### src/rtl/core/quaternion_orientation_integrator_assert.svh
// Assertion macros shared by the orientation integrator RTL.
// No dependencies; included by modules that carry concurrent checks.
`ifndef QUATERNION_ORIENTATION_INTEGRATOR_ASSERT_SVH
`define QUATERNION_ORIENTATION_INTEGRATOR_ASSERT_SVH

// same-cycle implication
`define QOI_ASSERT_NOW(lbl, clk, rst_n, ante, cons, msg) \
	lbl: assert property (@(posedge clk) disable iff (!rst_n) (ante) |-> (cons)) \
		else $error(msg);

// next-cycle implication
`define QOI_ASSERT_NEXT(lbl, clk, rst_n, ante, cons, msg) \
	lbl: assert property (@(posedge clk) disable iff (!rst_n) (ante) |=> (cons)) \
		else $error(msg);

`endif

### src/rtl/core/qoi_pkg.sv
// Shared types and constants for the quaternion orientation integrator.
// No dependencies; imported by every module of the block.
package qoi_pkg;

	localparam int MAG_W    = 64;
	localparam int MUL_W    = 32;
	localparam int PROD_W   = 64;
	localparam int ROOT_W   = 32;
	localparam int REM_W    = ROOT_W + 1;
	localparam int SCALE_LO = 30;

	// 1.0 with 33 fraction bits, scalar part of the integrate multiplier
	localparam logic [MAG_W-1:0] R0_INTEG = 64'h0000_0002_0000_0000;

	typedef enum logic [1:0] {
		ACT_INTEGRATE = 2'd0,
		ACT_ROTATE    = 2'd1,
		ACT_LOAD      = 2'd2,
		ACT_HOLD      = 2'd3
	} qoi_action_t;

	typedef enum logic [3:0] {
		ST_IDLE,
		ST_RMUL,
		ST_QSCALE,
		ST_RSCALE,
		ST_MUL,
		ST_ACC,
		ST_PSCALE,
		ST_SQUARE,
		ST_SUM,
		ST_ROOT,
		ST_DIV,
		ST_WRITE,
		ST_OUT
	} qoi_state_t;

	typedef struct packed {
		logic start;
		logic norm_top;
	} scale_ctl_t;

	typedef logic [3:0][MAG_W-1:0]  mag4_t;
	typedef logic [3:0][MUL_W-1:0]  op4_t;
	typedef logic [3:0][PROD_W-1:0] prod4_t;

	// Hamilton product: lane = output part, second index = term
	localparam logic [0:3][0:3][1:0] HM_A = '{
		'{2'd0, 2'd1, 2'd2, 2'd3},
		'{2'd0, 2'd1, 2'd2, 2'd3},
		'{2'd0, 2'd2, 2'd3, 2'd1},
		'{2'd0, 2'd3, 2'd1, 2'd2}
	};
	localparam logic [0:3][0:3][1:0] HM_B = '{
		'{2'd0, 2'd1, 2'd2, 2'd3},
		'{2'd1, 2'd0, 2'd3, 2'd2},
		'{2'd2, 2'd0, 2'd1, 2'd3},
		'{2'd3, 2'd0, 2'd2, 2'd1}
	};
	localparam logic [0:3][0:3] HM_NEG = '{4'b0111, 4'b0001, 4'b0001, 4'b0001};

endpackage

### src/rtl/core/qoi_root.sv
// Integer square root, two radicand bits per cycle.
// Depends on qoi_pkg.
module qoi_root import qoi_pkg::*; (
	input  logic              clk,
	input  logic              arst_n,
	input  logic              start,
	input  logic [PROD_W-1:0] n_in,
	output logic [ROOT_W-1:0] root,
	output logic              done
);

	localparam logic [PROD_W-1:0] BIT_INIT = {2'b01, {(PROD_W-2){1'b0}}};

	logic [PROD_W-1:0] n_q;
	logic [PROD_W-1:0] res_q;
	logic [PROD_W-1:0] bit_q;
	logic [PROD_W-1:0] trial;
	logic              busy_q;
	logic              done_q;

	assign trial = res_q + bit_q;

	always_ff @(posedge clk or negedge arst_n) begin
		if (!arst_n) begin
			busy_q <= 1'b0;
			done_q <= 1'b0;
		end else begin
			done_q <= busy_q && bit_q[0];
			if (start)
				busy_q <= 1'b1;
			else if (busy_q && bit_q[0])
				busy_q <= 1'b0;
		end
	end

	always_ff @(posedge clk) begin
		if (start) begin
			n_q   <= n_in;
			res_q <= '0;
			bit_q <= BIT_INIT;
		end else if (busy_q) begin
			if (n_q >= trial) begin
				n_q   <= n_q - trial;
				res_q <= (res_q >> 1) + bit_q;
			end else begin
				res_q <= res_q >> 1;
			end
			bit_q <= bit_q >> 2;
		end
	end

	assign root = res_q[ROOT_W-1:0];
	assign done = done_q;

endmodule

### config.mk
export PLATFORM = sky130hd
export DESIGN_NAME = qoi_root
export DESIGN_NICKNAME = d
export VERILOG_FILES = /design/src/rtl/core/quaternion_orientation_integrator_assert.svh /design/src/rtl/core/qoi_pkg.sv /design/src/rtl/core/qoi_root.sv
export SDC_FILE = /design/constraint.sdc
export NUM_CORES = 1
export LEC_CHECK = 0
export ABC_AREA = 1
export BUFFER_PORTS_ARGS = -buffer_cell sky130_fd_sc_hd__buf_2
export CORE_AREA = 2 2 205 207
export CTS_CLUSTER_SIZE = 14
export DETAILED_ROUTE_END_ITERATION = 7
export DIE_AREA = 0 0 207 209
export GPL_TIMING_DRIVEN = 0
export MAX_ROUTING_LAYER = met4
export PLACE_DENSITY = 0.66
export RECOVER_POWER = 100
export SLEW_MARGIN = 20
export SYNTH_ARGS = -nofsm -noshare
export SYNTH_HDL_FRONTEND = slang
export SYNTH_SLANG_ARGS = --single-unit
export TNS_END_PERCENT = 1
### constraint.sdc
create_clock -name clk -period 7.2 [get_ports clk]
set_clock_uncertainty 0.2 [all_clocks]
set_input_delay 1.08 -clock clk [delete_from_list [all_inputs] [get_ports clk]]
set_output_delay 1.08 -clock clk [all_outputs]
set_load 0.02 [all_outputs]
==> results.cfg <==
[outcome]
status = complete, no violations

[clock_tree]
post_cts_resized = 0
clock_path_buffers = 2
numClockSinks = 162
cts-root-buf = clkbuf_16
cts_buffers = 17
hold_buffers = 0
post_cts_buffers = 0
clk_latency_ps = 470
cts_tree = done
clk_pin_slew_ps = 80
htreeDepth = 4

[min_path]
hp-class = in -> async

[synthesis]
syn-num-nets = 3784
synth.distinct_cells = 51
avgSynthCellArea_sq_um = 5.64
yosysSeqAreaShare_pct = 19.2
synthCells = 3586
ys_warn_count = 0
synth_edf_count = 64
synth-seq-cells = 162
async_flop_share_pct = 1.23
synth_area_sq_um = 20200
synth_ff_type = dfxtp_1

[worst_setup_path]
slowest_delay_ps = 690
cp_max_fo = 10
cp.arrival_ps = 6430
critPathLaunchType = flop
crit_top_cell = nand2_1
cp-end-kind = flop
crit_type = reg -> reg
crit_slowest_cell = o21ai_0
crit_required_ps = 7330

[power_and_ir_drop]
irDropWorstVdd_v = 0.000212
p_leak_uw = 0.0103
power_density_nw_per_um2 = 405

[sta]
finalHoldWorstSlack_ps = 205
max_freq_mhz = 159
fin_crit_ps = 6300
hold_viol = 0
setup_ws_ps = 898
tns_ps = 0
slew_headroom_pct = 15.1
rsz0062_at_grt = no
maxSlewViolCount = 0
tightest_slew_ps = 1270
setup_viol = 0
finalCritPeriodShare_pct = 87.5

[grt]
antenna_found_initial = 0
grtUsageMet2_pct = 68.2
grt_max_degree = 39
first_global_vias = 22900
grt_use_total_pct = 40.4
grtUsageMet1_pct = 45.8
met3_usage_pct = 3.88
grt_overflow = 0
grt.busiest_layer = met2
grt_pass1_wl_microns = 129000

[layout]
nNetsFinal = 3903
area_growth_pct = 8.71
n_antenna_cell = 0
layout-drive-gt1-share_pct = 6.29
design_area_sq_um = 22000

[place]
postPlaceCellArea_sq_um = 21400
gp_congestion = 1.09
io_buffers = 99
dp_hpwl_microns = 73000
place_ws_ps = 1540

[drt]
antenna_left = 0
drt-initial-drc-count = 2770
wl_per_cell_microns = 20.4
drc = 0
drt-pass1-iter-count = 6
vias = 24100
via_per_inst = 5.66
wirelength_microns = 86800

[floorplanning]
die_x_microns = 207
core_sq_um = 41300
fp-row-count = 75
die-area_sq_um = 43300
initial_core_util_pct = 49.0
die_h_microns = 209
io_pins = 100

[run]
cap_violations = 0
## Yosys cell counts (all sizes together), types with 5 or more instances
cell / instances / area [sq um]
xor2: 53 / 464
o21bai: 24 / 180
nor4: 9 / 56.3
dfxtp: 96 / 1920
nand4: 29 / 181
a21oi: 228 / 1160
a31oi: 11 / 68.8
edfxtp: 64 / 1920
inv: 497 / 1870
nand3b: 32 / 240
buf: 74 / 508
o21ai: 178 / 898
nand3: 296 / 1490
a211oi: 5 / 37.5
nand2: 1227 / 4660
ha: 130 / 1630
o21a: 5 / 37.5
o211ai: 7 / 52.6
xnor2: 50 / 438
or2: 15 / 93.8
a21o: 12 / 90.1
clkbuf: 46 / 174
nor3: 30 / 166
nor2: 452 / 1750
## metrics by stage
stage,util (%),total power (uW),std cells
5_1_grt,53.3,9560,4257
6_report,53.3,8910,4257
3_3_place_gp,51.8,7630,4224
2_1_floorplan,-,5940,3586
3_5_place_dp,51.9,7740,4225
4_1_cts,53.4,8770,4257
## cell type report
class,count,area [sq um]
repair buffers,100,493
flip-flops and latches,162,3890
plain buffers,120,658
well taps,539,674
clock buffers,17,425
multi-input cells,2806,13800
fillers,4400,19300
inverters,498,1870
clock inverters,15,210
## power breakdown
group / leakage (uW) / switching (uW) / internal (uW)
sequential: 0.00147 / 302 / 1380
clock: 0.000309 / 506 / 511
combinational: 0.00848 / 4150 / 2060
total: 0.0103 / 4960 / 3950
## layout by cell type (no fill, tap or decap), types with 9 or more instances in the layout
| cell | synthesis | final |
|---|---|---|
| nor2_1 | 437 | 438 |
| a21oi_1 | 225 | 227 |
| or2_2 | 15 | 15 |
| nand2_2 | 14 | 10 |
| nor4_1 | 9 | 9 |
| nand2_1 | 1211 | 1214 |
| a21o_1 | 12 | 12 |
| buf_4 | 32 | 15 |
| edfxtp_1 | 64 | 64 |
| o21ai_0 | 167 | 173 |
| nor2_2 | 12 | 11 |
| buf_2 | 31 | 111 |
| xnor2_1 | 50 | 50 |
| nand4_1 | 29 | 29 |
| o21bai_1 | 24 | 24 |
| nand3_1 | 295 | 295 |
| dfxtp_1 | 96 | 96 |
| a31oi_1 | 11 | 11 |
| nand3b_1 | 32 | 32 |
| inv_1 | 491 | 492 |
| xor2_1 | 53 | 53 |
| nor3_1 | 28 | 28 |
| clkbuf_16 | 0 | 17 |
| clkbuf_1 | 45 | 68 |
| ha_1 | 130 | 130 |
| clkbuf_4 | 0 | 14 |
## per-layer routing
layer  vias to the layer above  wire (microns)
li1                      11600               -
met1                     11000           33100
met2                      1195           41200
met3                       280            6150
met4                         0            6450
met5                         -               0
## sequential cells by signal (all words and copies together), names as in the netlist
name	cells
n_q	64
bit_q	32
busy_q	1
done	1
res_q	64
## critical path: cells and delay by family (launching register included)
family                     cells  cell delay, ps
and+or+nand+nor               15            2170
AOI/OAI and AO/OA              5            1280
buffers and inverters          3            1050
adders and majority gates      2             730
DFF                            1             380
xor gates and xnor gates       1             340
## worst paths after layout
path,from,end,slack (ps),cells after the start
max in group asynchronous,arst_n,busy_q$_DFFE_PN0P_,6440,1
min,arst_n,done$_DFF_PN0_,200,1
min in group clk,bit_q[0]$_SDFFE_PP0P_,done$_DFF_PN0_,340,2
min reg2reg,bit_q[0]$_SDFFE_PP0P_,done$_DFF_PN0_,340,2
max,bit_q[10]$_SDFFE_PP0P_,res_q[55]$_SDFFE_PP0P_,900,26
max reg2reg,bit_q[10]$_SDFFE_PP0P_,res_q[55]$_SDFFE_PP0P_,900,26
## kinds of logic (layout without fill, tap and decap cells)
family | Yosys count | count (layout) | synth area share [%]
DFF | 162 | 162 | 19.2
xor gates and xnor gates | 103 | 103 | 4.46
adders and majority gates | 131 | 131 | 8.14
and+or+nand+nor | 2094 | 2094 | 42.8
AOI/OAI and AO/OA | 478 | 478 | 12.8
buffers and inverters | 618 | 750 | 12.6
Note: power is estimated with default switching activity, not from simulation.
