`src/rtl/core/quaternion_orientation_integrator_assert.svh`:
```
// Assertion macros shared by the orientation integrator RTL.
// No dependencies; included by modules that carry concurrent checks.
`ifndef QUATERNION_ORIENTATION_INTEGRATOR_ASSERT_SVH
`define QUATERNION_ORIENTATION_INTEGRATOR_ASSERT_SVH

// same-cycle implication
`define QOI_ASSERT_NOW(lbl, clk, rst_n, ante, cons, msg) \
	lbl: assert property (@(posedge clk) disable iff (!rst_n) (ante) |-> (cons)) \
		else $error(msg);

// next-cycle implication
`define QOI_ASSERT_NEXT(lbl, clk, rst_n, ante, cons, msg) \
	lbl: assert property (@(posedge clk) disable iff (!rst_n) (ante) |=> (cons)) \
		else $error(msg);

`endif

```
`src/rtl/core/qoi_pkg.sv`:
```
// Shared types and constants for the quaternion orientation integrator.
// No dependencies; imported by every module of the block.
package qoi_pkg;

	localparam int MAG_W    = 64;
	localparam int MUL_W    = 32;
	localparam int PROD_W   = 64;
	localparam int ROOT_W   = 32;
	localparam int REM_W    = ROOT_W + 1;
	localparam int SCALE_LO = 30;

	// 1.0 with 33 fraction bits, scalar part of the integrate multiplier
	localparam logic [MAG_W-1:0] R0_INTEG = 64'h0000_0002_0000_0000;

	typedef enum logic [1:0] {
		ACT_INTEGRATE = 2'd0,
		ACT_ROTATE    = 2'd1,
		ACT_LOAD      = 2'd2,
		ACT_HOLD      = 2'd3
	} qoi_action_t;

	typedef enum logic [3:0] {
		ST_IDLE,
		ST_RMUL,
		ST_QSCALE,
		ST_RSCALE,
		ST_MUL,
		ST_ACC,
		ST_PSCALE,
		ST_SQUARE,
		ST_SUM,
		ST_ROOT,
		ST_DIV,
		ST_WRITE,
		ST_OUT
	} qoi_state_t;

	typedef struct packed {
		logic start;
		logic norm_top;
	} scale_ctl_t;

	typedef logic [3:0][MAG_W-1:0]  mag4_t;
	typedef logic [3:0][MUL_W-1:0]  op4_t;
	typedef logic [3:0][PROD_W-1:0] prod4_t;

	// Hamilton product: lane = output part, second index = term
	localparam logic [0:3][0:3][1:0] HM_A = '{
		'{2'd0, 2'd1, 2'd2, 2'd3},
		'{2'd0, 2'd1, 2'd2, 2'd3},
		'{2'd0, 2'd2, 2'd3, 2'd1},
		'{2'd0, 2'd3, 2'd1, 2'd2}
	};
	localparam logic [0:3][0:3][1:0] HM_B = '{
		'{2'd0, 2'd1, 2'd2, 2'd3},
		'{2'd1, 2'd0, 2'd3, 2'd2},
		'{2'd2, 2'd0, 2'd1, 2'd3},
		'{2'd3, 2'd0, 2'd2, 2'd1}
	};
	localparam logic [0:3][0:3] HM_NEG = '{4'b0111, 4'b0001, 4'b0001, 4'b0001};

endpackage

```
`src/rtl/core/qoi_mul.sv`:
```
// Four-lane bit-serial shift-and-add multiplier, one multiplier bit per cycle.
// Depends on qoi_pkg.
module qoi_mul import qoi_pkg::*; (
	input  logic   clk,
	input  logic   arst_n,
	input  logic   start,
	input  op4_t   a_in,
	input  op4_t   b_in,
	output prod4_t prod,
	output logic   done
);

	localparam int CNT_W = $clog2(MUL_W);
	localparam logic [CNT_W-1:0] CNT_LAST = CNT_W'(MUL_W - 1);

	op4_t             a_q;
	op4_t             b_q;
	prod4_t           prod_q;
	logic [CNT_W-1:0] cnt_q;
	logic             busy_q;
	logic             done_q;

	always_ff @(posedge clk or negedge arst_n) begin
		if (!arst_n) begin
			busy_q <= 1'b0;
			done_q <= 1'b0;
			cnt_q  <= '0;
		end else begin
			done_q <= busy_q && (cnt_q == CNT_LAST);
			if (start) begin
				busy_q <= 1'b1;
				cnt_q  <= '0;
			end else if (busy_q) begin
				cnt_q <= cnt_q + 1'b1;
				if (cnt_q == CNT_LAST)
					busy_q <= 1'b0;
			end
		end
	end

	// multiplier consumed msb first
	always_ff @(posedge clk) begin
		if (start) begin
			a_q    <= a_in;
			b_q    <= b_in;
			prod_q <= '0;
		end else if (busy_q) begin
			for (int i = 0; i < 4; i++) begin
				prod_q[i] <= {prod_q[i][PROD_W-2:0], 1'b0}
					+ (b_q[i][MUL_W-1] ? PROD_W'(a_q[i]) : '0);
				b_q[i] <= b_q[i] << 1;
			end
		end
	end

	assign prod = prod_q;
	assign done = done_q;

endmodule

```
`config.mk`:
```
export PLATFORM = sky130hd
export DESIGN_NAME = qoi_mul
export DESIGN_NICKNAME = d
export VERILOG_FILES = /design/src/rtl/core/quaternion_orientation_integrator_assert.svh /design/src/rtl/core/qoi_pkg.sv /design/src/rtl/core/qoi_mul.sv
export SDC_FILE = /design/constraint.sdc
export NUM_CORES = 1
export LEC_CHECK = 0
export BUFFER_PORTS_ARGS = -buffer_cell sky130_fd_sc_hd__buf_4
export CAP_MARGIN = 10
export CORE_ASPECT_RATIO = 0.8
export CORE_MARGIN = 2
export CORE_UTILIZATION = 50
export CTS_BUF_LIST = sky130_fd_sc_hd__clkbuf_8
export CTS_CLUSTER_DIAMETER = 60
export DETAILED_ROUTE_END_ITERATION = 7
export PLACE_DENSITY = 0.7
export SLEW_MARGIN = 25
export SYNTH_ARGS = -nofsm -noshare
export SYNTH_HDL_FRONTEND = slang
export SYNTH_SLANG_ARGS = --single-unit
```
`constraint.sdc`:
```
create_clock -name clk -period 4.35 [get_ports clk]
set_clock_uncertainty 0.05 [all_clocks]
set_input_delay 0.435 -clock clk [delete_from_list [all_inputs] [get_ports clk]]
set_output_delay 0.435 -clock clk [all_outputs]
set_load 0.02 [all_outputs]
```
==> impl_metrics.ini <==
[detailed_routing]
ant_nets = 0
drc_errors = 0
routed_wl_um = 85400
drt_first_pass_iters = 5
first_iter_violations = 1754
wire_per_inst_um = 19.8
vias = 24264
vias_per_cell = 5.61

[clocking]
insertion_delay_ns = 0.69
post_cts_buffers = 0
cts.repair.resized = 0
cts_tree = done
cts_root_buffer = clkbuf_8
cts_max_path_buffers = 3
cts_buffers = 85
cts_sinks = 519
htreeDepth = 3
clkSlewWorstSetupHoldPaths_ns = 0.06

[yosys]
yosysWarnings = 0
mappedNetlistNets = 3146
ys_seq_elements = 519
ys_seq_area_share_pct = 46.6
synth_ff_type = edfxtp_1
synth_area_sq_um = 27900
avgSynthCellArea_sq_um = 10.1
synthArstFlopShare_pct = 1.35
synthCells = 2757
synth_edf_count = 256
synth.distinct_cells = 87

[grt]
gr-usage-met1_pct = 38.4
grt_overflow = 0
grt_pass1_wl_um = 132000
grt_max_degree = 171
met3_usage_pct = 6.02
gr-usage-met2_pct = 46.7
grt_pass1_vias = 23948
grt_busiest_layer = met2
grt_use_total_pct = 29.0
antenna_found_initial = 1

[die]
start_util_pct = 50.5
rows = 77
die_area_sq_um = 57700
die_width_um = 268
die_h_um = 215
io_pins = 516
core_area_sq_um = 55200

[timing]
finalHoldViolCount = 0
rsz0062_at_grt = no
setup_slack_ns = 0.467
fmax_mhz = 258
period_share_pct = 89.3
slew_headroom_pct = 28.4
tightest_slew_ns = 1.07
fin_crit_ns = 3.88
slew_violations = 0
finalSetupViolCount = 0
totalNegativeSetupSlack_ns = 0

[finish]
final_nets = 3888
final_util_pct = 66.4
drive_gt1_share_pct = 23.0
final_area_sq_um = 36700
final_common_cell = buf_4
fillCellCount = 4252
syn_to_final_growth_pct = 31.4
most-common-layout-cells = buf_4 (529), nor2_1 (257), edfxtp_1 (256), dfxtp_1 (256), dlygate4sd3_1 (254)

[placed_design]
gp_congestion = 0.945
io_buffer_count = 515
placed_cell_area_sq_um = 32400
hpwl_um = 57300
dpl_worst_slack_ns = 0.497

[worst_setup_path]
crit_buf_inv = 1
cpPeakStageDelay_ns = 0.54
reg2reg_depth = 12
cp_max_fo = 31
crit_top_cell = a21oi_1
critPathLaunchType = flip-flop
crit_family = compound AO/OA/AOI/OAI gates
endpoint_kind = flip-flop
crit_required_ns = 4.88
path_class = reg -> reg
worstSetupPathDepth = 12
crit_chain = buf_4, and2_1, fa_1, a21oi_1, nand4b_1, a21boi_1, a221o_1, a41o_2, o211ai_2, a21oi_1, and4_1, nor4_1
worst_path_max_delay_cell = o211ai_2
cp.arrival_ns = 4.42

[power_and_ir_drop]
vdd.ir_drop.worst_uv = 307
p_total_uw = 14500
p_leak_uw = 0.0157
power-per-cell-area_nw_per_um2 = 397

[run_status]
status = complete, no violations

[run]
drv_cap = 0

[min_path]
min_path_type = in -> async
-- worst reg2reg max path, delay by kind of cell, from the launching register on --
kind                     cells  cell delay [ns]
adder cells (fa/ha/maj)      1             0.44
AND/OR/NAND/NOR              4             0.85
flip-flops                   1             0.38
buffers and inverters        1             0.24
AO/OA/AOI/OAI                6             1.84
-- cells in the mapped netlist (all sizes together) (6+ instances only) --
cell type  number  share of area [%]
or3            15               0.34
o31ai          13               0.35
clkbuf        110                1.5
nand2b         12               0.27
dfrtp           7               0.63
or4             6               0.16
mux2i          61                2.2
xnor2         142                4.5
nor4           22               0.61
a31oi          18               0.51
a21oi         149                2.8
mux2          124                5.0
a211oi        101                2.8
a21o           66                1.8
o21bai         16               0.43
a311oi         14               0.44
dfxtp         256                 18
edfxtp        256                 28
o2111ai         7               0.22
nand2         213                2.9
xor2           70                2.2
buf            24               0.43
nor3           34               0.66
nand4          33               0.74
and2          144                3.2
inv            44               0.59
nand3          56                1.0
and4           13               0.41
o21ai         158                2.9
nor2          260                3.5
ha            126                5.7
o211ai         25               0.74
nor2b          11               0.25
a21boi         10               0.27
o21a           13               0.35
a221o           6               0.22
o22ai           9               0.20
and3           41               0.92
-- per-stage QoR --
step           hold WS, ns  instances
2_1_floorplan       0.0894       2757
6_report            0.0612       4322
5_1_grt             0.0345       4322
3_3_place_gp         0.212       3908
3_5_place_dp         0.214       3908
4_1_cts            0.00317       4321
-- metal layers --
layer | part of all wire, % | vias up
li1 | - | 11589
met1 | 43 | 11622
met4 | 3.4 | 0
met5 | 0 | -
met3 | 7.2 | 172
met2 | 47 | 881
-- sequential cells by signal, summed over array words and instances, names as in the netlist --
| register | flops |
|---|---|
| a_q | 128 |
| b_q | 128 |
| busy_q | 1 |
| cnt_q | 5 |
| done | 1 |
| prod | 256 |
-- report_power, final --
group | leakage, uW | switching [uW] | internal (uW)
clock network | 0.00101 | 2110 | 2290
registers | 0.00480 | 405 | 5680
logic | 0.00989 | 2240 | 1810
-- cell families (layout without fill, tap and decap cells) --
kind of cell,count (synthesis),after routing,share of synthesized area [%]
fa+ha+maj,130,130,5.94
mux,185,185,7.19
simple gates,882,882,15.6
buf+inv,178,992,2.50
flops,519,519,46.6
compound gates,651,651,15.5
xor+xnor,212,212,6.66
other cells,0,1,0
-- layout make-up --
| class | instances | area (sq um) | share of cell area (%) |
|---|---|---|---|
| clock buffers | 100 | 1380 | 3.75 |
| flip-flops and latches | 519 | 13000 | 35.4 |
| inverters | 44 | 170 | 0.464 |
| repair buffers | 789 | 6620 | 18.1 |
| well taps | 750 | 938 | 2.56 |
| clock inverters | 59 | 349 | 0.952 |
| multi-input cells | 2060 | 14200 | 38.8 |
| diodes | 1 | 2.50 | 0.00682 |
-- timing repair --
action | CTS | global route
endpoints found under the hold margin | 260 | 0
endpoints found under the setup margin | 0 | 0
hold buffers | 254 | 0
-- final timing paths --
path	start	endpoint	slack [ns]
min reg2reg	prod[255]	prod[255]	0.40
max reg2reg	b_q[95]	prod[191]	0.47
max in group asynchronous	arst_n	busy_q	4.02
min in group clk	b_in[63]	b_q[63]	0.07
min	arst_n	cnt_q[0]	0.06
max	b_q[95]	prod[191]	0.47
Power figures use the tool's default switching activity.
