`src/rtl/core/quaternion_orientation_integrator_assert.svh`:
```
// Assertion macros shared by the orientation integrator RTL.
// No dependencies; included by modules that carry concurrent checks.
`ifndef QUATERNION_ORIENTATION_INTEGRATOR_ASSERT_SVH
`define QUATERNION_ORIENTATION_INTEGRATOR_ASSERT_SVH

// same-cycle implication
`define QOI_ASSERT_NOW(lbl, clk, rst_n, ante, cons, msg) \
	lbl: assert property (@(posedge clk) disable iff (!rst_n) (ante) |-> (cons)) \
		else $error(msg);

// next-cycle implication
`define QOI_ASSERT_NEXT(lbl, clk, rst_n, ante, cons, msg) \
	lbl: assert property (@(posedge clk) disable iff (!rst_n) (ante) |=> (cons)) \
		else $error(msg);

`endif

```
`src/rtl/core/qoi_pkg.sv`:
```
// Shared types and constants for the quaternion orientation integrator.
// No dependencies; imported by every module of the block.
package qoi_pkg;

	localparam int MAG_W    = 64;
	localparam int MUL_W    = 32;
	localparam int PROD_W   = 64;
	localparam int ROOT_W   = 32;
	localparam int REM_W    = ROOT_W + 1;
	localparam int SCALE_LO = 30;

	// 1.0 with 33 fraction bits, scalar part of the integrate multiplier
	localparam logic [MAG_W-1:0] R0_INTEG = 64'h0000_0002_0000_0000;

	typedef enum logic [1:0] {
		ACT_INTEGRATE = 2'd0,
		ACT_ROTATE    = 2'd1,
		ACT_LOAD      = 2'd2,
		ACT_HOLD      = 2'd3
	} qoi_action_t;

	typedef enum logic [3:0] {
		ST_IDLE,
		ST_RMUL,
		ST_QSCALE,
		ST_RSCALE,
		ST_MUL,
		ST_ACC,
		ST_PSCALE,
		ST_SQUARE,
		ST_SUM,
		ST_ROOT,
		ST_DIV,
		ST_WRITE,
		ST_OUT
	} qoi_state_t;

	typedef struct packed {
		logic start;
		logic norm_top;
	} scale_ctl_t;

	typedef logic [3:0][MAG_W-1:0]  mag4_t;
	typedef logic [3:0][MUL_W-1:0]  op4_t;
	typedef logic [3:0][PROD_W-1:0] prod4_t;

	// Hamilton product: lane = output part, second index = term
	localparam logic [0:3][0:3][1:0] HM_A = '{
		'{2'd0, 2'd1, 2'd2, 2'd3},
		'{2'd0, 2'd1, 2'd2, 2'd3},
		'{2'd0, 2'd2, 2'd3, 2'd1},
		'{2'd0, 2'd3, 2'd1, 2'd2}
	};
	localparam logic [0:3][0:3][1:0] HM_B = '{
		'{2'd0, 2'd1, 2'd2, 2'd3},
		'{2'd1, 2'd0, 2'd3, 2'd2},
		'{2'd2, 2'd0, 2'd1, 2'd3},
		'{2'd3, 2'd0, 2'd2, 2'd1}
	};
	localparam logic [0:3][0:3] HM_NEG = '{4'b0111, 4'b0001, 4'b0001, 4'b0001};

endpackage

```
`src/rtl/core/qoi_div.sv`:
```
// Four-lane restoring divider, one quotient bit per cycle, shared divisor.
// Depends on qoi_pkg.
module qoi_div import qoi_pkg::*; #(
	parameter int QUO_W = 31
) (
	input  logic                  clk,
	input  logic                  arst_n,
	input  logic                  start,
	input  op4_t                  a_in,
	input  logic [ROOT_W-1:0]     m_in,
	output logic [3:0][QUO_W-1:0] quo,
	output logic                  done
);

	localparam int CNT_W = $clog2(QUO_W);
	localparam logic [CNT_W-1:0] CNT_LAST = CNT_W'(QUO_W - 1);

	logic [3:0][REM_W-1:0] r_q;
	logic [3:0][REM_W-1:0] trial;
	logic [3:0]            ge;
	logic [3:0][QUO_W-1:0] q_q;
	logic [ROOT_W-1:0]     m_q;
	logic [CNT_W-1:0]      cnt_q;
	logic                  first_q;
	logic                  busy_q;
	logic                  done_q;

	// first step compares the dividend unshifted (quotient bit of weight 1.0)
	always_comb begin
		for (int i = 0; i < 4; i++) begin
			trial[i] = first_q ? r_q[i] : {r_q[i][REM_W-2:0], 1'b0};
			ge[i]    = trial[i] >= {1'b0, m_q};
		end
	end

	always_ff @(posedge clk or negedge arst_n) begin
		if (!arst_n) begin
			busy_q  <= 1'b0;
			done_q  <= 1'b0;
			first_q <= 1'b0;
			cnt_q   <= '0;
		end else begin
			done_q <= busy_q && (cnt_q == CNT_LAST);
			if (start) begin
				busy_q  <= 1'b1;
				first_q <= 1'b1;
				cnt_q   <= '0;
			end else if (busy_q) begin
				first_q <= 1'b0;
				cnt_q   <= cnt_q + 1'b1;
				if (cnt_q == CNT_LAST)
					busy_q <= 1'b0;
			end
		end
	end

	always_ff @(posedge clk) begin
		if (start) begin
			m_q <= m_in;
			for (int i = 0; i < 4; i++) begin
				r_q[i] <= {1'b0, a_in[i]};
				q_q[i] <= '0;
			end
		end else if (busy_q) begin
			for (int i = 0; i < 4; i++) begin
				r_q[i] <= ge[i] ? trial[i] - {1'b0, m_q} : trial[i];
				q_q[i] <= {q_q[i][QUO_W-2:0], ge[i]};
			end
		end
	end

	assign quo  = q_q;
	assign done = done_q;

endmodule

```
`config.mk`:
```
export PLATFORM = sky130hd
export DESIGN_NAME = qoi_div
export DESIGN_NICKNAME = d
export VERILOG_FILES = /design/src/rtl/core/quaternion_orientation_integrator_assert.svh /design/src/rtl/core/qoi_pkg.sv /design/src/rtl/core/qoi_div.sv
export SDC_FILE = /design/constraint.sdc
export NUM_CORES = 1
export LEC_CHECK = 0
export BUFFER_PORTS_ARGS = -buffer_cell sky130_fd_sc_hd__buf_2
export CORE_ASPECT_RATIO = 1.1
export CORE_MARGIN = 2
export CORE_UTILIZATION = 52
export DETAILED_ROUTE_END_ITERATION = 12
export GPL_ROUTABILITY_DRIVEN = 0
export HOLD_SLACK_MARGIN = 0.1
export MAX_ROUTING_LAYER = met4
export PLACE_DENSITY_LB_ADDON = 0.25
export SYNTH_ARGS = -nofsm -noshare
export SYNTH_HDL_FRONTEND = slang
export SYNTH_SLANG_ARGS = --single-unit
export TNS_END_PERCENT = 50
```
`constraint.sdc`:
```
create_clock -name clk -period 5.1 [get_ports clk]
set_clock_uncertainty 0.1 [all_clocks]
set_input_delay 1.02 -clock clk [delete_from_list [all_inputs] [get_ports clk]]
set_output_delay 1.02 -clock clk [all_outputs]
set_load 0.02 [all_outputs]
```
==> impl_metrics.env, run 1 <==
export IMPL_status="complete, no violations"
export IMPL_dieArea_sq_um=41600
export IMPL_final_period_utilization_pct=90.7
export IMPL_post_route_util_pct=60.7
export IMPL_synthFlopType="edfxtp_1"
export IMPL_setup_viol=0
export IMPL_die_h_um=214
export IMPL_setup_tns_ns=0
export IMPL_cp_end_kind="flop"
export IMPL_path_class="reg2reg"
export IMPL_overflow=0
export IMPL_io_buffers=287
export IMPL_io_pin_count=288
export IMPL_fin_crit_ns=4.62
export IMPL_cp_start_kind="flop"
export IMPL_clockRootBuffer="clkbuf_16"
export IMPL_final_hold_viol_count=0
export IMPL_maxSlewViolCount=0
export IMPL_area_delta_synth_final_pct=14.8
export IMPL_synth_async_reset_ratio_pct=2.70
export IMPL_ys_warn_count=0
export IMPL_cap_violations=0
export IMPL_rsz0062_at_grt="no"
export IMPL_synth_seq_cells=296
export IMPL_fillers=3388
export IMPL_cts_hold_buf=0
export IMPL_synth_cell_type_count=88
export IMPL_grt_max_degree=130
export IMPL_rows=76
export IMPL_drt_wl_total_mm=58.2
export IMPL_die_width_um=195
export IMPL_slew_headroom_pct=29.4
export IMPL_cts_setup_buffers=0
export IMPL_clkLatencyLatePin_ns=0.54
export IMPL_grt_pass1_vias=17300
export IMPL_crit_path_max_fanout=48
export IMPL_core_sq_um=39300
export IMPL_hold_slack_ns=0.214
export IMPL_avgViaCountPerCell=5.93
export IMPL_initial_core_util_pct=52.9
export IMPL_grt_usage_pct=28.2
export IMPL_h_tree_depth=2
export IMPL_synth_area_leaders="edfxtp_1 23%, dfxtp_1 12%, mux2i_1 9.1%, ha_1 7.8%, mux2_2 6.7%"
export IMPL_syn_avg_cell_area_sq_um=9.43
export IMPL_synth_commonest_cells="201 x nor2_1, 198 x nand2_1, 189 x mux2i_1, 160 x edfxtp_1, 143 x a21oi_1"
export IMPL_worstReg2RegStart="first_q"
export IMPL_ys_seq_area_share_pct=36.4
export IMPL_antenna_found_initial=14
export IMPL_hpwlAfterDp_mm=42.5
export IMPL_synth_edf_count=160
export IMPL_reg2regPathDepth=13
export IMPL_drc_errors=0
export IMPL_power_leakage_nw=11.5
export IMPL_reg2reg_setup_slack_ns=0.48
export IMPL_cp_arrival_ns=4.77
export IMPL_cts_tree="done"
export IMPL_worstMarginPinSlew_ns=1.06
export IMPL_p_per_area_nw_per_um2=607
export IMPL_worstPathRequired_ns=5.25
export IMPL_syn_num_nets=2500
export IMPL_fmax_mhz=216
export IMPL_detail_route_antenna_nets=0
export IMPL_cts_repair_resized=0
export IMPL_wl_per_cell_um=19.5
export IMPL_drt_iter0_drc=1259
export IMPL_grt_pass1_wl_mm=90.6
export IMPL_dr_pass1_iters=7
export IMPL_clk_pin_slew_worst_paths_ns=0.06
export IMPL_final_net_count=2731
export IMPL_clock_path_buffers=3
export IMPL_min_path_type="in2async"
export IMPL_rr_endpoint="r_q[58]"
export IMPL_cts_buffers_inserted=34
export IMPL_vias=17700
export IMPL_yosysMostFrequentCell="nor2_1"
export IMPL_synth_top_area_share_pct=23.1
export IMPL_drive_above_1_share_pct=21.3
export IMPL_synthesis_area_sq_um=20800
export IMPL_cts_sinks=296
export IMPL_synthesis_instances=2203
export IMPL_yosysTopAreaCell="edfxtp_1"
export IMPL_ir_drop_mv=0.282
-- sequential cells by signal (all words and copies together) (netlist names) --
name	count
cnt_q	5
quo	124
done	1
first_q	1
m_q	32
r_q	132
busy_q	1
-- power by group --
| group | internal (W) | leakage (nW) | switching (W) |
|---|---|---|---|
| sequential | 0.00327 | 2.85 | 0.000323 |
| combinational | 0.00365 | 8.05 | 0.00464 |
| clock | 0.00155 | 0.578 | 0.00103 |
-- worst max-delay path, cell delays in order (launching register included) --
cell and delay, ns:
dfrtp_4 0.86, buf_12 0.28, mux2_2 0.38, ha_1 0.38
a2111oi_0 0.43, o21ai_0 0.18, a21oi_1 0.24, o211ai_2 0.16
a41oi_2 0.27, a31o_1 0.20, and2_1 0.14, buf_4 0.32
mux2i_1 0.25, o21ai_1 0.08
-- worst max-delay path by stage --
stage / startpoint / end / cells past startpoint
global route: first_q / r_q[93] / 15
global placement: first_q / r_q[81] / 14
detailed placement: first_q / r_q[58] / 13
finish: first_q / r_q[58] / 13
CTS: first_q / r_q[58] / 13
floorplan: first_q / r_q[68] / 17
-- metrics by stage --
step	setup WS (ns)	cells	total power, W	instance area [sq um]
2_1_floorplan	0.320	2203	0.0101	20800
3_3_place_gp	0.664	2905	0.0116	22600
3_5_place_dp	0.527	2905	0.0118	22600
4_1_cts	0.517	2967	0.0144	23800
5_1_grt	0.211	2981	0.0155	23800
6_report	0.476	2982	0.0145	23800
-- cells in the final DEF, fill, tap and decap left out, types with 15 or more instances in the layout --
cell type and instances:
ha_1 130, o21a_1 15, clkbuf_16 36, nand2b_1 20, xnor2_1 64, mux2i_1 189, diode_2 15, a21oi_1 143
buf_4 25, nor2_1 200, nor2b_1 27, a21o_1 72, dfxtp_1 128, nand4_1 24, xor2_1 47, o21ai_0 50
inv_1 69, nand2_1 198, buf_2 286, edfxtp_1 160, and3_1 19, a31oi_1 19, nand3_1 41, mux2_2 123
o21ai_1 110
-- per-layer routing --
metal / vias to the layer above / global-route usage [%] / part of all wire (%)
li1: 8584 / - / -
met1: 8299 / 33.9 / 42
met2: 630 / 44.0 / 44
met3: 167 / 5.88 / 7.6
met4: 0 / 16.5 / 6.5
met5: - / - / 0
-- logic make-up (layout without fill, tap and decap cells) --
family          Yosys count  in the layout  share of synthesized area, %
simple gates            579            579                          12.5
compound gates          573            573                          18.1
mux                     319            319                          16.2
flops                   296            296                          36.4
buf+inv                 191            448                          3.85
fa+ha+maj               134            134                          8.22
xor+xnor                111            111                          4.68
other cells               0             15                             0
-- layout make-up --
type,instances,area [sq um],share of cell area (%)
Timing Repair Buffer,316,1710,7.19
Inverter,70,265,1.11
Clock inverter,16,213,0.893
Multi-Input combinational cell,1716,12400,52.1
Tap cell,507,634,2.66
Sequential cell,296,7570,31.8
Clock buffer,46,968,4.06
Antenna cell,15,37.5,0.158
Power figures use the tool's default switching activity.
==> run 2, diff against run 1 <==
--- a/config.mk
+++ b/config.mk
@@ -12,8 +12,7 @@
 export DETAILED_ROUTE_END_ITERATION = 12
 export GPL_ROUTABILITY_DRIVEN = 0
 export HOLD_SLACK_MARGIN = 0.1
-export MAX_ROUTING_LAYER = met4
-export PLACE_DENSITY_LB_ADDON = 0.25
+export PLACE_DENSITY = 0.76
 export SYNTH_ARGS = -nofsm -noshare
 export SYNTH_HDL_FRONTEND = slang
 export SYNTH_SLANG_ARGS = --single-unit
==> impl_metrics.env, run 2 (synthesis gave the netlist of run 1 again) <==
export IMPL_crit_path_max_fanout=32
export IMPL_grt_usage_pct=28.2
export IMPL_layout_commonest_cell="buf_2"
export IMPL_final_period_utilization_pct=90.3
export IMPL_clkLatencyLatePin_ns=0.56
export IMPL_grt_pass1_vias=17500
export IMPL_rows=76
export IMPL_ir_drop_mv=0.280
export IMPL_fillers=3356
export IMPL_crit_buf_inv=2
export IMPL_regArea_sq_um=7570
export IMPL_cp_end_kind="flop"
export IMPL_die_width_um=195
export IMPL_cp_cell_sequence="buf_4 > mux2_2 > ha_1 > nand4_1 > nor4_1 > nand3_1 > or4_1 > o211ai_1 > a21o_2 > buf_12 > mux2i_1 > o21ai_1"
export IMPL_clockRootBuffer="clkbuf_16"
export IMPL_pre_cts_slack_ns=0.528
export IMPL_io_pin_count=288
export IMPL_p_sw_w=0.00602
export IMPL_cp_start_kind="flop"
export IMPL_p_per_area_nw_per_um2=603
export IMPL_worstPathRequired_ns=5.27
export IMPL_largest_reg_flops=132
export IMPL_antenna_found_initial=11
export IMPL_p_comb_share_pct=58.1
export IMPL_cp_arrival_ns=4.78
export IMPL_multi_input_area_sq_um=12400
export IMPL_power_share_sequential_pct=25.2
export IMPL_cts_repair_resized=0
export IMPL_avgViaCountPerCell=6.03
export IMPL_cpMaxStageDelayCell="dfrtp_4"
export IMPL_clk_pin_slew_worst_paths_ns=0.07
export IMPL_final_hold_viol_count=0
export IMPL_hpwlAfterDp_mm=42.9
export IMPL_slew_headroom_pct=30.4
export IMPL_grt_pass1_wl_mm=93.1
export IMPL_drc_errors=0
export IMPL_drive_above_1_share_pct=21.2
export IMPL_die_h_um=214
export IMPL_path_class="reg2reg"
export IMPL_cap_violations=0
export IMPL_dr_pass1_iters=6
export IMPL_fin_crit_ns=4.61
export IMPL_initial_core_util_pct=52.9
export IMPL_cts_sinks=296
export IMPL_area_delta_synth_final_pct=14.0
export IMPL_min_path_type="in2async"
export IMPL_fmax_mhz=217
export IMPL_dieArea_sq_um=41600
export IMPL_detail_route_antenna_nets=0
export IMPL_fin_cells=2968
export IMPL_status="complete, no violations"
export IMPL_cts_tree="done"
export IMPL_largest_register="r_q"
export IMPL_maxSlewViolCount=0
export IMPL_rsz0062_at_grt="no"
export IMPL_power_leakage_nw=11.4
export IMPL_final_net_count=2728
export IMPL_grt_max_degree=161
export IMPL_setup_viol=0
export IMPL_h_tree_depth=2
export IMPL_crit_family="simple AND/OR/NAND/NOR gates"
export IMPL_setup_tns_ns=0
export IMPL_core_sq_um=39300
export IMPL_drt_wl_total_mm=59.9
export IMPL_clock_path_buffers=3
export IMPL_drt_iter0_drc=1209
export IMPL_final_cell_mix="286 x buf_2, 200 x nor2_1, 198 x nand2_1, 189 x mux2i_1, 160 x edfxtp_1"
export IMPL_io_buffers=287
export IMPL_worstMarginPinSlew_ns=1.04
export IMPL_wl_per_cell_um=20.2
export IMPL_placedInstanceArea_sq_um=22600
export IMPL_cts_setup_buffers=0
export IMPL_placed_cells=2902
export IMPL_p_clk_share_pct=16.7
export IMPL_cts_hold_buf=0
export IMPL_final_area_sq_um=23700
export IMPL_slowest_delay_ns=0.70
export IMPL_overflow=0
export IMPL_hold_slack_ns=0.215
export IMPL_internal_power_w=0.00824
export IMPL_vias=17900
export IMPL_layout_setup_ws_ns=0.493
export IMPL_cts_buffers_inserted=34
export IMPL_swShare_pct=42.2
run 2: final timing paths:
kind	startpoint	slack, ns	to	depth (start not counted)
max	first_q	0.49	r_q[17]	12
min reg2reg	r_q[131]	0.35	r_q[131]	2
max reg2reg	first_q	0.49	r_q[17]	12
max in group asynchronous	arst_n	4.45	first_q	1
min	arst_n	0.22	cnt_q[3]	1
min in group clk	r_q[131]	0.35	r_q[131]	2
run 2: area by class of cell:
class                   count  area share [%]
diodes                      7          0.0740
clock buffers              44            4.05
well taps                 507            2.68
flip-flops and latches    296            32.0
multi-input cells        1716            52.5
inverters                  70            1.12
clock inverters            15           0.465
repair buffers            313            7.15
run 2: worst register-to-register path: cells and delay by family (launching register included):
| family | cells | cell delay (ns) |
|---|---|---|
| AND/OR/NAND/NOR | 4 | 1.26 |
| flip-flops | 1 | 0.70 |
| buffers and inverters | 2 | 0.66 |
| multiplexers | 2 | 0.64 |
| AO/OA/AOI/OAI | 3 | 0.53 |
| adder cells (fa/ha/maj) | 1 | 0.46 |
run 2: metal layers:
layer	share of wire (%)	wire [um]	global-route usage (%)	up-vias
met2	45	27100	46.4	655
met5	0.15	87	0	-
met4	6.0	3580	16.2	12
met1	40	24200	33.7	8494
met3	8.1	4880	7.49	155
li1	-	-	-	8585
run 2: per-stage QoR:
stage,total power [W],util [%]
after floorplan,0.0101,-
after global placement,0.0115,57.5
after detailed placement,0.0117,57.5
after CTS,0.0142,60.2
after global routing,0.0153,60.2
final,0.0143,60.3
run 2: power by group through the flow:
stage | clock network [W] | registers, W | logic (W)
floorplan | 0 | 0.00351 | 0.00663
global placement | 0 | 0.00360 | 0.00789
detailed placement | 0 | 0.00362 | 0.00812
CTS | 0.00242 | 0.00358 | 0.00818
global route | 0.00251 | 0.00366 | 0.00913
finish | 0.00238 | 0.00360 | 0.00829
