## src/rtl/core/quaternion_orientation_integrator_assert.svh

```systemverilog
// Assertion macros shared by the orientation integrator RTL.
// No dependencies; included by modules that carry concurrent checks.
`ifndef QUATERNION_ORIENTATION_INTEGRATOR_ASSERT_SVH
`define QUATERNION_ORIENTATION_INTEGRATOR_ASSERT_SVH

// same-cycle implication
`define QOI_ASSERT_NOW(lbl, clk, rst_n, ante, cons, msg) \
	lbl: assert property (@(posedge clk) disable iff (!rst_n) (ante) |-> (cons)) \
		else $error(msg);

// next-cycle implication
`define QOI_ASSERT_NEXT(lbl, clk, rst_n, ante, cons, msg) \
	lbl: assert property (@(posedge clk) disable iff (!rst_n) (ante) |=> (cons)) \
		else $error(msg);

`endif

```

## src/rtl/core/qoi_pkg.sv

```systemverilog
// Shared types and constants for the quaternion orientation integrator.
// No dependencies; imported by every module of the block.
package qoi_pkg;

	localparam int MAG_W    = 64;
	localparam int MUL_W    = 32;
	localparam int PROD_W   = 64;
	localparam int ROOT_W   = 32;
	localparam int REM_W    = ROOT_W + 1;
	localparam int SCALE_LO = 30;

	// 1.0 with 33 fraction bits, scalar part of the integrate multiplier
	localparam logic [MAG_W-1:0] R0_INTEG = 64'h0000_0002_0000_0000;

	typedef enum logic [1:0] {
		ACT_INTEGRATE = 2'd0,
		ACT_ROTATE    = 2'd1,
		ACT_LOAD      = 2'd2,
		ACT_HOLD      = 2'd3
	} qoi_action_t;

	typedef enum logic [3:0] {
		ST_IDLE,
		ST_RMUL,
		ST_QSCALE,
		ST_RSCALE,
		ST_MUL,
		ST_ACC,
		ST_PSCALE,
		ST_SQUARE,
		ST_SUM,
		ST_ROOT,
		ST_DIV,
		ST_WRITE,
		ST_OUT
	} qoi_state_t;

	typedef struct packed {
		logic start;
		logic norm_top;
	} scale_ctl_t;

	typedef logic [3:0][MAG_W-1:0]  mag4_t;
	typedef logic [3:0][MUL_W-1:0]  op4_t;
	typedef logic [3:0][PROD_W-1:0] prod4_t;

	// Hamilton product: lane = output part, second index = term
	localparam logic [0:3][0:3][1:0] HM_A = '{
		'{2'd0, 2'd1, 2'd2, 2'd3},
		'{2'd0, 2'd1, 2'd2, 2'd3},
		'{2'd0, 2'd2, 2'd3, 2'd1},
		'{2'd0, 2'd3, 2'd1, 2'd2}
	};
	localparam logic [0:3][0:3][1:0] HM_B = '{
		'{2'd0, 2'd1, 2'd2, 2'd3},
		'{2'd1, 2'd0, 2'd3, 2'd2},
		'{2'd2, 2'd0, 2'd1, 2'd3},
		'{2'd3, 2'd0, 2'd2, 2'd1}
	};
	localparam logic [0:3][0:3] HM_NEG = '{4'b0111, 4'b0001, 4'b0001, 4'b0001};

endpackage

```

## src/rtl/core/qoi_scale.sv

```systemverilog
// Block scaler: four magnitudes shifted together one bit per cycle.
// Depends on qoi_pkg.
module qoi_scale import qoi_pkg::*; (
	input  logic       clk,
	input  logic       arst_n,
	input  scale_ctl_t ctl,
	input  mag4_t      mag_in,
	output mag4_t      mag_out,
	output logic       done
);

	mag4_t mag_q;
	logic  top_q;
	logic  busy_q;
	logic  hi_any;
	logic  lo_none;
	logic  all_zero;
	logic  settle;

	always_comb begin
		hi_any   = 1'b0;
		lo_none  = 1'b1;
		all_zero = 1'b1;
		for (int i = 0; i < 4; i++) begin
			if (top_q) begin
				hi_any  = hi_any | (mag_q[i][MAG_W-1:SCALE_LO+1] != '0);
				lo_none = lo_none & (mag_q[i][MAG_W-1:SCALE_LO] == '0);
			end else begin
				hi_any  = hi_any | (mag_q[i][MAG_W-1:SCALE_LO] != '0);
				lo_none = lo_none & (mag_q[i][MAG_W-1:SCALE_LO-1] == '0);
			end
			all_zero = all_zero & (mag_q[i] == '0);
		end
		settle = !hi_any && !(lo_none && !all_zero);
	end

	always_ff @(posedge clk or negedge arst_n) begin
		if (!arst_n) begin
			busy_q <= 1'b0;
			top_q  <= 1'b0;
		end else if (ctl.start) begin
			busy_q <= 1'b1;
			top_q  <= ctl.norm_top;
		end else if (busy_q && settle) begin
			busy_q <= 1'b0;
		end
	end

	always_ff @(posedge clk) begin
		if (ctl.start) begin
			mag_q <= mag_in;
		end else if (busy_q) begin
			for (int i = 0; i < 4; i++) begin
				if (hi_any)
					mag_q[i] <= mag_q[i] >> 1;
				else if (lo_none && !all_zero)
					mag_q[i] <= mag_q[i] << 1;
			end
		end
	end

	assign mag_out = mag_q;
	assign done    = busy_q && settle;

endmodule

```

## config.mk

```make
export PLATFORM = sky130hd
export DESIGN_NAME = qoi_scale
export DESIGN_NICKNAME = d
export VERILOG_FILES = /design/src/rtl/core/quaternion_orientation_integrator_assert.svh /design/src/rtl/core/qoi_pkg.sv /design/src/rtl/core/qoi_scale.sv
export SDC_FILE = /design/constraint.sdc
export NUM_CORES = 1
export LEC_CHECK = 0
export ABC_CLOCK_PERIOD_IN_PS = 11550
export BUFFER_PORTS_ARGS = -buffer_cell sky130_fd_sc_hd__buf_4
export CAP_MARGIN = 20
export CORE_AREA = 2 2 201 203
export CTS_CLUSTER_SIZE = 12
export DETAILED_ROUTE_END_ITERATION = 8
export DIE_AREA = 0 0 203 205
export PLACE_DENSITY = 0.6
export SYNTH_ARGS = -nofsm -noshare
export SYNTH_HDL_FRONTEND = slang
export SYNTH_SLANG_ARGS = --single-unit
```

## constraint.sdc

```tcl
create_clock -name clk -period 11.55 [get_ports clk]
set_clock_uncertainty 0.15 [all_clocks]
set_input_delay 1.155 -clock clk [delete_from_list [all_inputs] [get_ports clk]]
set_output_delay 1.155 -clock clk [all_outputs]
set_load 0.05 [all_outputs]
```

==> results.cfg, run 1 <==
[clocking]
cts_made_buffers = 31
htree_num_levels = 1
cts-root-buf = clkbuf_16
cts_resized = 0
cts_setup_buffers = 0
cts_tree = done
clk_latency_ns = 0.56
clock_path_buffers = 3
path_clk_slew_ns = 0.06
cts_hold_buffers = 0
clock_sinks = 258

[finish]
drive_gt1_frac = 0.646
final_common_cell = buf_4
seqCellArea_um2 = 7740
nFillCells = 3613
final_cell_mix = 523 x buf_4, 293 x mux2_2, 256 x edfxtp_1
fin_util = 0.464
fin_nets = 1578
multi_input_area_um2 = 4840
instances_no_fill = 1865
diodes = 0
syn2layout_area_growth_pct = 41.7
stdcell_area_um2 = 18200

[timing]
fmax_mhz = 200
fin_crit_ns = 4.99
tightest_slew_ns = 1.08
period_share = 0.432
hold_violations = 0
finalMaxSlewViolations = 0
setup_viol = 0
rsz0062_at_grt = no
fin_setup_tns_ns = 0
slew_headroom = 0.280

[floorplanning]
die_h_um = 205
die_area_um2 = 41600
coreArea_um2 = 39400
ios = 517
die_w_um = 203
rows = 73
floorplan.initialDensity = 0.327

[global_routing]
antenna_found_initial = 0
grt_overflow_total = 0
grt_max_degree = 83
grt_pass1_vias = 9742
grt_usage = 0.214
grt_first_pass_wirelength_um = 66300

[yosys]
synth_area_leader_cell = edfxtp_1
yosysWarnings = 0
syn-cell-area_um2 = 12900
synth_cell_types = 26
syn_inst = 805
synthTopCellsByArea = edfxtp_1 60%, mux2_2 26%, mux2_1 5.4%
yosys.area.top_type_share = 0.597
syn_area_per_cell_um2 = 16.0
synth_seq_area_share = 0.601
yosys_register_bits = 258
syn-num-nets = 1065

[critical_path]
start_kind = flip-flop
worstSetupPathType = flip-flop to flip-flop
cp_num_buf_inv = 2
crit_chain = nor4_1, nand4_1, nor4_2, nand4_1, o21ai_0, nand2b_4, buf_4, buf_4
slowest_stage = nor4_1
path_delay_family = simple AND/OR/NAND/NOR gates
arrival_ns = 5.06
endpoint_kind = flip-flop
max_stage_delay_ns = 0.71
crit_path_max_fanout = 75
worstPathRequired_ns = 11.62

[pwr]
leakagePower_uw = 0.00734
vdd_drop_max_v = 0.000143
p_per_area_nw_per_um2 = 164

[drt]
num_vias = 9346
wire_per_inst_um = 24.8
wl_met1_um = 18500
wl_um = 46300
ant_nets = 0
drtIter0Drc = 491
wl_met3_um = 3450
topRoutingLayerUsed = met4
drc = 0
dr_wl_met2_um = 23700
dr.pass1.iters = 4
detail_route.vias_per_cell = 5.01

[placement]
place.gp.congestion = 0.871
placed_cells = 1810
io_buffers = 516
dp_hpwl_um = 35200
placed_area_um2 = 17200

[run_status]
status = completed

[hold_path]
worst_hold_path_type = input pin to async pin

[run]
drv_cap = 0
[layout make-up]
class / instances / area share
Inverter: 9 / 0.00185
Tap cell: 525 / 0.0360
Clock inverter: 18 / 0.0130
Multi-Input combinational cell: 494 / 0.265
Sequential cell: 258 / 0.424
Clock buffer: 37 / 0.0437
Timing Repair Buffer: 524 / 0.216
[layer usage]
| metal | global-route usage | vias to the layer above |
|---|---|---|
| li1 | - | 4280 |
| met1 | 0.261 | 4657 |
| met2 | 0.382 | 371 |
| met3 | 0.0579 | 38 |
| met4 | 0.0362 | 0 |
| met5 | 0 | - |
[per-stage QoR]
step	hold WS (ns)	setup slack [ns]	total power (uW)
2_1_floorplan	0.352	2.87	1690
3_3_place_gp	0.438	6.40	1990
3_5_place_dp	0.450	6.29	2000
4_1_cts	0.190	6.27	3020
5_1_grt	0.194	6.04	3090
6_report	0.219	6.56	2990
[logic make-up after synthesis]
logic type / count (synthesis) / synth area share
AND/OR/NAND/NOR: 113 / 0.0525
multiplexers: 355 / 0.310
AO/OA/AOI/OAI: 26 / 0.0123
buffers and inverters: 53 / 0.0239
flip-flops: 258 / 0.601
[state kept, by name, indices dropped and copies added (netlist names)]
name     cells
mag_out    256
top_q        1
busy_q       1
[synth_stat cells]
cell / instances
a211oi_1: 8
a21oi_1: 9
a41oi_1: 1
and2_1: 4
and4_1: 2
buf_4: 6
buf_6: 1
buf_8: 7
clkbuf_1: 30
dfrtp_1: 2
edfxtp_1: 256
inv_1: 9
mux2_1: 62
mux2_2: 293
nand2_1: 10
nand2b_1: 2
nand3_1: 2
nand4_1: 16
nor2_1: 5
nor3_1: 3
nor3b_1: 1
nor4_1: 66
nor4_2: 1
o21ai_0: 7
o32a_1: 1
or2_2: 1
[final timing paths]
check                        startpoint            to  slack, ns  cells after the start
max reg2reg                 mag_out[95]   mag_out[60]       6.56                      8
min                              arst_n         top_q       0.22                      1
min reg2reg                mag_out[177]  mag_out[176]       0.47                      1
max                         mag_out[95]   mag_out[60]       6.56                      8
min in group clk           mag_out[177]  mag_out[176]       0.47                      1
max in group asynchronous        arst_n        busy_q      10.93                      1
[power breakdown]
part | leakage (uW) | internal, uW | switching, uW
clock network | 0.000508 | 621 | 391
logic | 0.00409 | 273 | 444
registers | 0.00275 | 1140 | 115
total | 0.00734 | 2040 | 950
Power figures use the tool's default switching activity.
==> run 2, diff against run 1 <==
--- a/config.mk
+++ b/config.mk
@@ -5,14 +5,14 @@
 export SDC_FILE = /design/constraint.sdc
 export NUM_CORES = 1
 export LEC_CHECK = 0
-export ABC_CLOCK_PERIOD_IN_PS = 11550
+export ABC_CLOCK_PERIOD_IN_PS = 5000
 export BUFFER_PORTS_ARGS = -buffer_cell sky130_fd_sc_hd__buf_4
 export CAP_MARGIN = 20
-export CORE_AREA = 2 2 201 203
+export CORE_AREA = 2 2 203 205
 export CTS_CLUSTER_SIZE = 12
 export DETAILED_ROUTE_END_ITERATION = 8
-export DIE_AREA = 0 0 203 205
-export PLACE_DENSITY = 0.6
+export DIE_AREA = 0 0 205 207
+export PLACE_DENSITY = 0.59
 export SYNTH_ARGS = -nofsm -noshare
 export SYNTH_HDL_FRONTEND = slang
 export SYNTH_SLANG_ARGS = --single-unit
==> constraint.sdc (replaced) <==
create_clock -name clk -period 5 [get_ports clk]
set_clock_uncertainty 0.15 [all_clocks]
set_input_delay 0.5 -clock clk [delete_from_list [all_inputs] [get_ports clk]]
set_output_delay 0.5 -clock clk [all_outputs]
set_load 0.05 [all_outputs]
==> results.cfg, run 2 (synthesis results as in run 1) <==
[timing]
fmax_mhz = 243
tightest_slew_ns = 0.887
fin_crit_ns = 4.11
period_share = 0.822
slew_headroom = 0.409
rsz0062_at_grt = no
finalMaxSlewViolations = 0
hold_violations = 0
fin_setup_tns_ns = 0
setup_viol = 0

[critical_path]
r2r_end = mag_out[99]
path_delay_family = simple AND/OR/NAND/NOR gates
slowest_stage = nor4_1
endpoint_kind = flip-flop
cp_num_buf_inv = 2
crit_chain = nor4_1, buf_4, nand4_1, nor4_2, nand4_1, o21ai_0, nand2b_4, buf_12
worstPathRequired_ns = 5.01
cp.depth = 8
startpoint = mag_out[95]
reg2reg_from = mag_out[95]
max_stage_delay_ns = 0.62
rrSetupSlack_ns = 0.89
arrival_ns = 4.12
start_kind = flip-flop
crit_end = mag_out[99]
worstSetupPathType = flip-flop to flip-flop
cp_common_cell = nand4_1
reg2reg_depth = 8
crit_path_max_fanout = 129

[drt]
num_vias = 9354
wl_um = 46200
dr.pass1.iters = 7
drc = 0
ant_nets = 0
detail_route.vias_per_cell = 4.99
wire_per_inst_um = 24.6
drtIter0Drc = 611

[finish]
syn2layout_area_growth_pct = 41.7
fin_util = 0.452
largest_reg_flops = 256
final_cell_mix = 522 x buf_4, 293 x mux2_2, 256 x edfxtp_1
nFillCells = 3710
multi_input_area_um2 = 4840
fin_nets = 1583
final_common_cell = buf_4
instances_no_fill = 1875
seqCellArea_um2 = 7740
diodes = 0
drive_gt1_frac = 0.641

[clocking]
clock_path_buffers = 3
cts_resized = 0
cts_tree = done
clock_sinks = 258
htree_num_levels = 1
clk_latency_ns = 0.57
cts_made_buffers = 30
path_clk_slew_ns = 0.06
cts-root-buf = clkbuf_16

[global_routing]
grt_usage = 0.210
grt_pass1_vias = 9674
grt_max_degree = 130
antenna_found_initial = 0
grt_overflow_total = 0
grt_first_pass_wirelength_um = 66400

[floorplanning]
ios = 517
die_w_um = 205
die_h_um = 207
floorplan.initialDensity = 0.319
coreArea_um2 = 40400
rows = 74
die_area_um2 = 42400

[run_status]
status = completed

[placement]
placed_cells = 1821
place.gp.congestion = 0.887
io_buffers = 516
dp_hpwl_um = 35100

[hold_path]
worst_hold_path_type = input pin to flip-flop

[pwr]
vdd_drop_max_v = 0.000306
leakagePower_uw = 0.00733
p_per_area_nw_per_um2 = 365

[run]
drv_cap = 0
-- run 2: how the worst min path moves through the flow --
stage / start / endpoint / cells past startpoint
2_1_floorplan: arst_n / busy_q / 0
3_3_place_gp: arst_n / busy_q / 1
3_5_place_dp: arst_n / busy_q / 1
4_1_cts: mag_in[64] / mag_out[64] / 3
5_1_grt: mag_in[64] / mag_out[64] / 3
6_report: mag_in[127] / mag_out[127] / 2
-- run 2: layout make-up --
| type | count | share of cell area |
|---|---|---|
| Timing Repair Buffer | 530 | 0.222 |
| Inverter | 9 | 0.00185 |
| Sequential cell | 258 | 0.424 |
| Clock inverter | 12 | 0.00556 |
| Tap cell | 532 | 0.0365 |
| Multi-Input combinational cell | 494 | 0.265 |
| Clock buffer | 40 | 0.0444 |
-- run 2: power by group --
part	internal (uW)	switching, uW	leakage (uW)
Sequential	2640	260	0.00275
Clock	1220	878	0.000444
Combinational	632	1020	0.00414
-- run 2: layer usage --
metal / up-vias / track usage / part of all wire / routed length [um]
met2: 404 / 0.374 / 0.51 / 23600
met3: 49 / 0.0601 / 0.082 / 3770
met1: 4616 / 0.249 / 0.39 / 17800
li1: 4285 / - / - / -
met4: 0 / 0.0454 / 0.021 / 956
met5: - / 0 / 0 / 0
-- run 2: per-stage QoR --
| step | total power (uW) | setup slack (ns) | instance area, um^2 | hold slack (ns) |
|---|---|---|---|---|
| floorplan | 3910 | 0.694 | 12900 | 0.0544 |
| global placement | 4600 | 1.08 | 17300 | 0.138 |
| detailed placement | 4610 | 0.912 | 17300 | 0.138 |
| CTS | 6730 | 0.726 | 18200 | 0.0283 |
| global route | 6900 | 0.659 | 18200 | 0.0309 |
| finish | 6660 | 0.892 | 18200 | 0.0675 |
-- run 2: repair_timing --
action,CTS,global route
hold buffers,2,0
endpoints found under the hold margin,3,0
endpoints found under the setup margin,0,0
buffers inserted,0,0
==> run 3, diff against run 2 <==
--- a/config.mk
+++ b/config.mk
@@ -5,14 +5,15 @@
 export SDC_FILE = /design/constraint.sdc
 export NUM_CORES = 1
 export LEC_CHECK = 0
-export ABC_CLOCK_PERIOD_IN_PS = 5000
+export ABC_AREA = 1
+export ABC_CLOCK_PERIOD_IN_PS = 4100
 export BUFFER_PORTS_ARGS = -buffer_cell sky130_fd_sc_hd__buf_4
 export CAP_MARGIN = 20
-export CORE_AREA = 2 2 203 205
+export CORE_AREA = 2 2 198 200
 export CTS_CLUSTER_SIZE = 12
 export DETAILED_ROUTE_END_ITERATION = 8
-export DIE_AREA = 0 0 205 207
-export PLACE_DENSITY = 0.59
+export DIE_AREA = 0 0 200 202
+export PLACE_DENSITY = 0.65
 export SYNTH_ARGS = -nofsm -noshare
 export SYNTH_HDL_FRONTEND = slang
 export SYNTH_SLANG_ARGS = --single-unit
==> constraint.sdc (replaced) <==
create_clock -name clk -period 4.1 [get_ports clk]
set_clock_uncertainty 0.15 [all_clocks]
set_input_delay 0.41 -clock clk [delete_from_list [all_inputs] [get_ports clk]]
set_output_delay 0.41 -clock clk [all_outputs]
set_load 0.05 [all_outputs]
==> results.cfg, run 3 <==
[run_status]
status = completed

[finish]
largest_reg_flops = 256
fin_util = 0.573
fin_nets = 2821
nFillCells = 3389
final_common_cell = nand2_1
drive_gt1_frac = 0.227
seqCellArea_um2 = 7740
syn2layout_area_growth_pct = 52.5
final_cell_mix = 765 x nand2_1, 525 x buf_4, 298 x nand3_1
multi_input_area_um2 = 5500

[timing]
rsz0062_at_grt = no
period_share = 0.960
slew_headroom = 0.161
fin_crit_ns = 3.93
fin_setup_tns_ns = 0
setup_viol = 0
fin_hold_ws_ns = 0.0127
hold_violations = 0
fin_ws_ns = 0.165
tightest_slew_ns = 1.26
finalMaxSlewViolations = 0
fmax_mhz = 254

[critical_path]
reg2reg_from = mag_out[95]
endpoint_kind = output pin
rrSetupSlack_ns = 0.45
crit_end = done
r2r_end = mag_out[114]
arrival_ns = 3.37
worstPathRequired_ns = 3.54
crit_path_max_fanout = 4
start_kind = flip-flop
startpoint = mag_out[228]
reg2reg_depth = 12
worstSetupPathType = flip-flop to output pin

[drt]
num_vias = 15600
wl_um = 59100
detail_route.vias_per_cell = 5.03
drtIter0Drc = 1234
wire_per_inst_um = 19.0
drc = 0
dr.pass1.iters = 8
ant_nets = 0

[clocking]
clock_sinks = 258
cts_tree = done
cts_made_buffers = 30
cts-root-buf = clkbuf_16
cts_resized = 0
clock_path_buffers = 3
clk_latency_ns = 0.57
htree_num_levels = 1
cts_setup_buffers = 0
path_clk_slew_ns = 0.06

[yosys]
syn-num-nets = 2120
synth_seq_area_share = 0.538
synth.top_cells.by_count = 765 x nand2_1, 298 x nand3_1, 256 x edfxtp_1
synth_top_family_by_area = simple AND/OR/NAND/NOR gates
synth_cell_types = 22
yosys.area.top_type_share = 0.534
syn-cell-area_um2 = 14400
synth_adder_area_share = 0
yosys_register_bits = 258
syn_inst = 1860
ys_dominant_reg_cell = edfxtp_1
synth_mux_area_frac = 0
synth-xor-area-share = 0
yosysWarnings = 0
syn_area_per_cell_um2 = 7.74
synth_area_leader_cell = edfxtp_1
synth_edf_count = 256
synth-compound-area-share = 0.0136
synthArstFlopShare = 0.00775
yosys.area_share.simple = 0.368
yosysMostFrequentCell = nand2_1
synthTopCellsByArea = edfxtp_1 53%, nand2_1 20%, nand3_1 10%

[pwr]
seqPwrFrac = 0.402
pwr-share-comb = 0.280
p_clk_frac = 0.318
vdd_drop_max_v = 0.000317
p_switching_uw = 2940
p_per_area_nw_per_um2 = 387
p_int_uw = 5540
switching_share = 0.347
leakagePower_uw = 0.0108

[hold_path]
worst_hold_path_type = input pin to flip-flop
worstHoldPathCells = 3

[floorplanning]
ios = 517
die_area_um2 = 40400
die_h_um = 202
coreArea_um2 = 38300
die_w_um = 200
floorplan.initialDensity = 0.376
rows = 72

[global_routing]
grt_pass1_vias = 15400
antenna_found_initial = 2
grt_first_pass_wirelength_um = 87600
grt_max_degree = 215
grt_overflow_total = 0
grt_usage = 0.281

[placement]
place.gp.congestion = 0.911
post-place-ws_ns = 0.489
io_buffers = 516
dp_hpwl_um = 40800

[run]
drv_cap = 0
==> run 3: logic make-up (layout without fill, tap and decap cells) <==
| family | count (synthesis) | after routing |
|---|---|---|
| AND/OR/NAND/NOR | 1285 | 1285 |
| buffers and inverters | 278 | 1003 |
| flip-flops | 258 | 258 |
| AO/OA/AOI/OAI | 39 | 39 |
| other | 0 | 2 |
==> run 3: layout make-up <==
class / count / share of cell area
Antenna cell: 2 / 0.000228
Clock buffer: 36 / 0.0362
Clock inverter: 20 / 0.00781
Inverter: 182 / 0.0315
Multi-Input combinational cell: 1324 / 0.251
Sequential cell: 258 / 0.353
Tap cell: 518 / 0.0295
Timing Repair Buffer: 765 / 0.291
==> run 3: power groups by stage <==
stage	clock network (uW)	registers [uW]	logic [uW]
6_report	2700	3410	2370
5_1_grt	2850	3440	2510
4_1_cts	2730	3410	2360
3_5_place_dp	0	3460	2170
3_3_place_gp	0	3450	2170
2_1_floorplan	0	4230	512
==> run 3: repair_timing <==
item | 4_1_cts | 5_1_grt
hold buffers | 234 | 1
endpoints found under the hold margin | 235 | 1
setup endpoints to repair | 0 | 0
==> run 3: per-stage QoR <==
stage | instance area [um^2] | power, uW | instances
finish | 21900 | 8480 | 3105
global route | 21900 | 8790 | 3105
CTS | 21900 | 8500 | 3102
detailed placement | 18600 | 5630 | 2812
global placement | 18600 | 5610 | 2812
floorplan | 14400 | 4740 | 1860
==> run 3: how the worst min path moves through the flow <==
stage | slack, ns | to | from
floorplan | -0.04 | busy_q | arst_n
global placement | 0.05 | busy_q | arst_n
detailed placement | 0.05 | busy_q | arst_n
CTS | 0.0004 | mag_out[9] | mag_in[9]
global route | 0.004 | mag_out[53] | mag_in[53]
finish | 0.01 | mag_out[74] | mag_in[74]
==> run 3: metal layers <==
metal  GRT usage  part of all wire  vias up
met3      0.0551             0.085      128
met2       0.488              0.49      788
met1       0.348              0.39     7279
li1            -                 -     7413
met4      0.0915             0.033        0
met5           0                 0        -
==> run 3: worst max-delay path: stages (launching register included) <==
cell and delay, ns:
edfxtp_1 0.47, nor2_1 0.20, nand3_1 0.23, or2_2 0.34, nor2_1 0.22, nand2_1 0.08, nor2_1 0.13, nand3_1 0.10
nand2_1 0.06, inv_1 0.06, nor3_1 0.57, buf_4 0.33
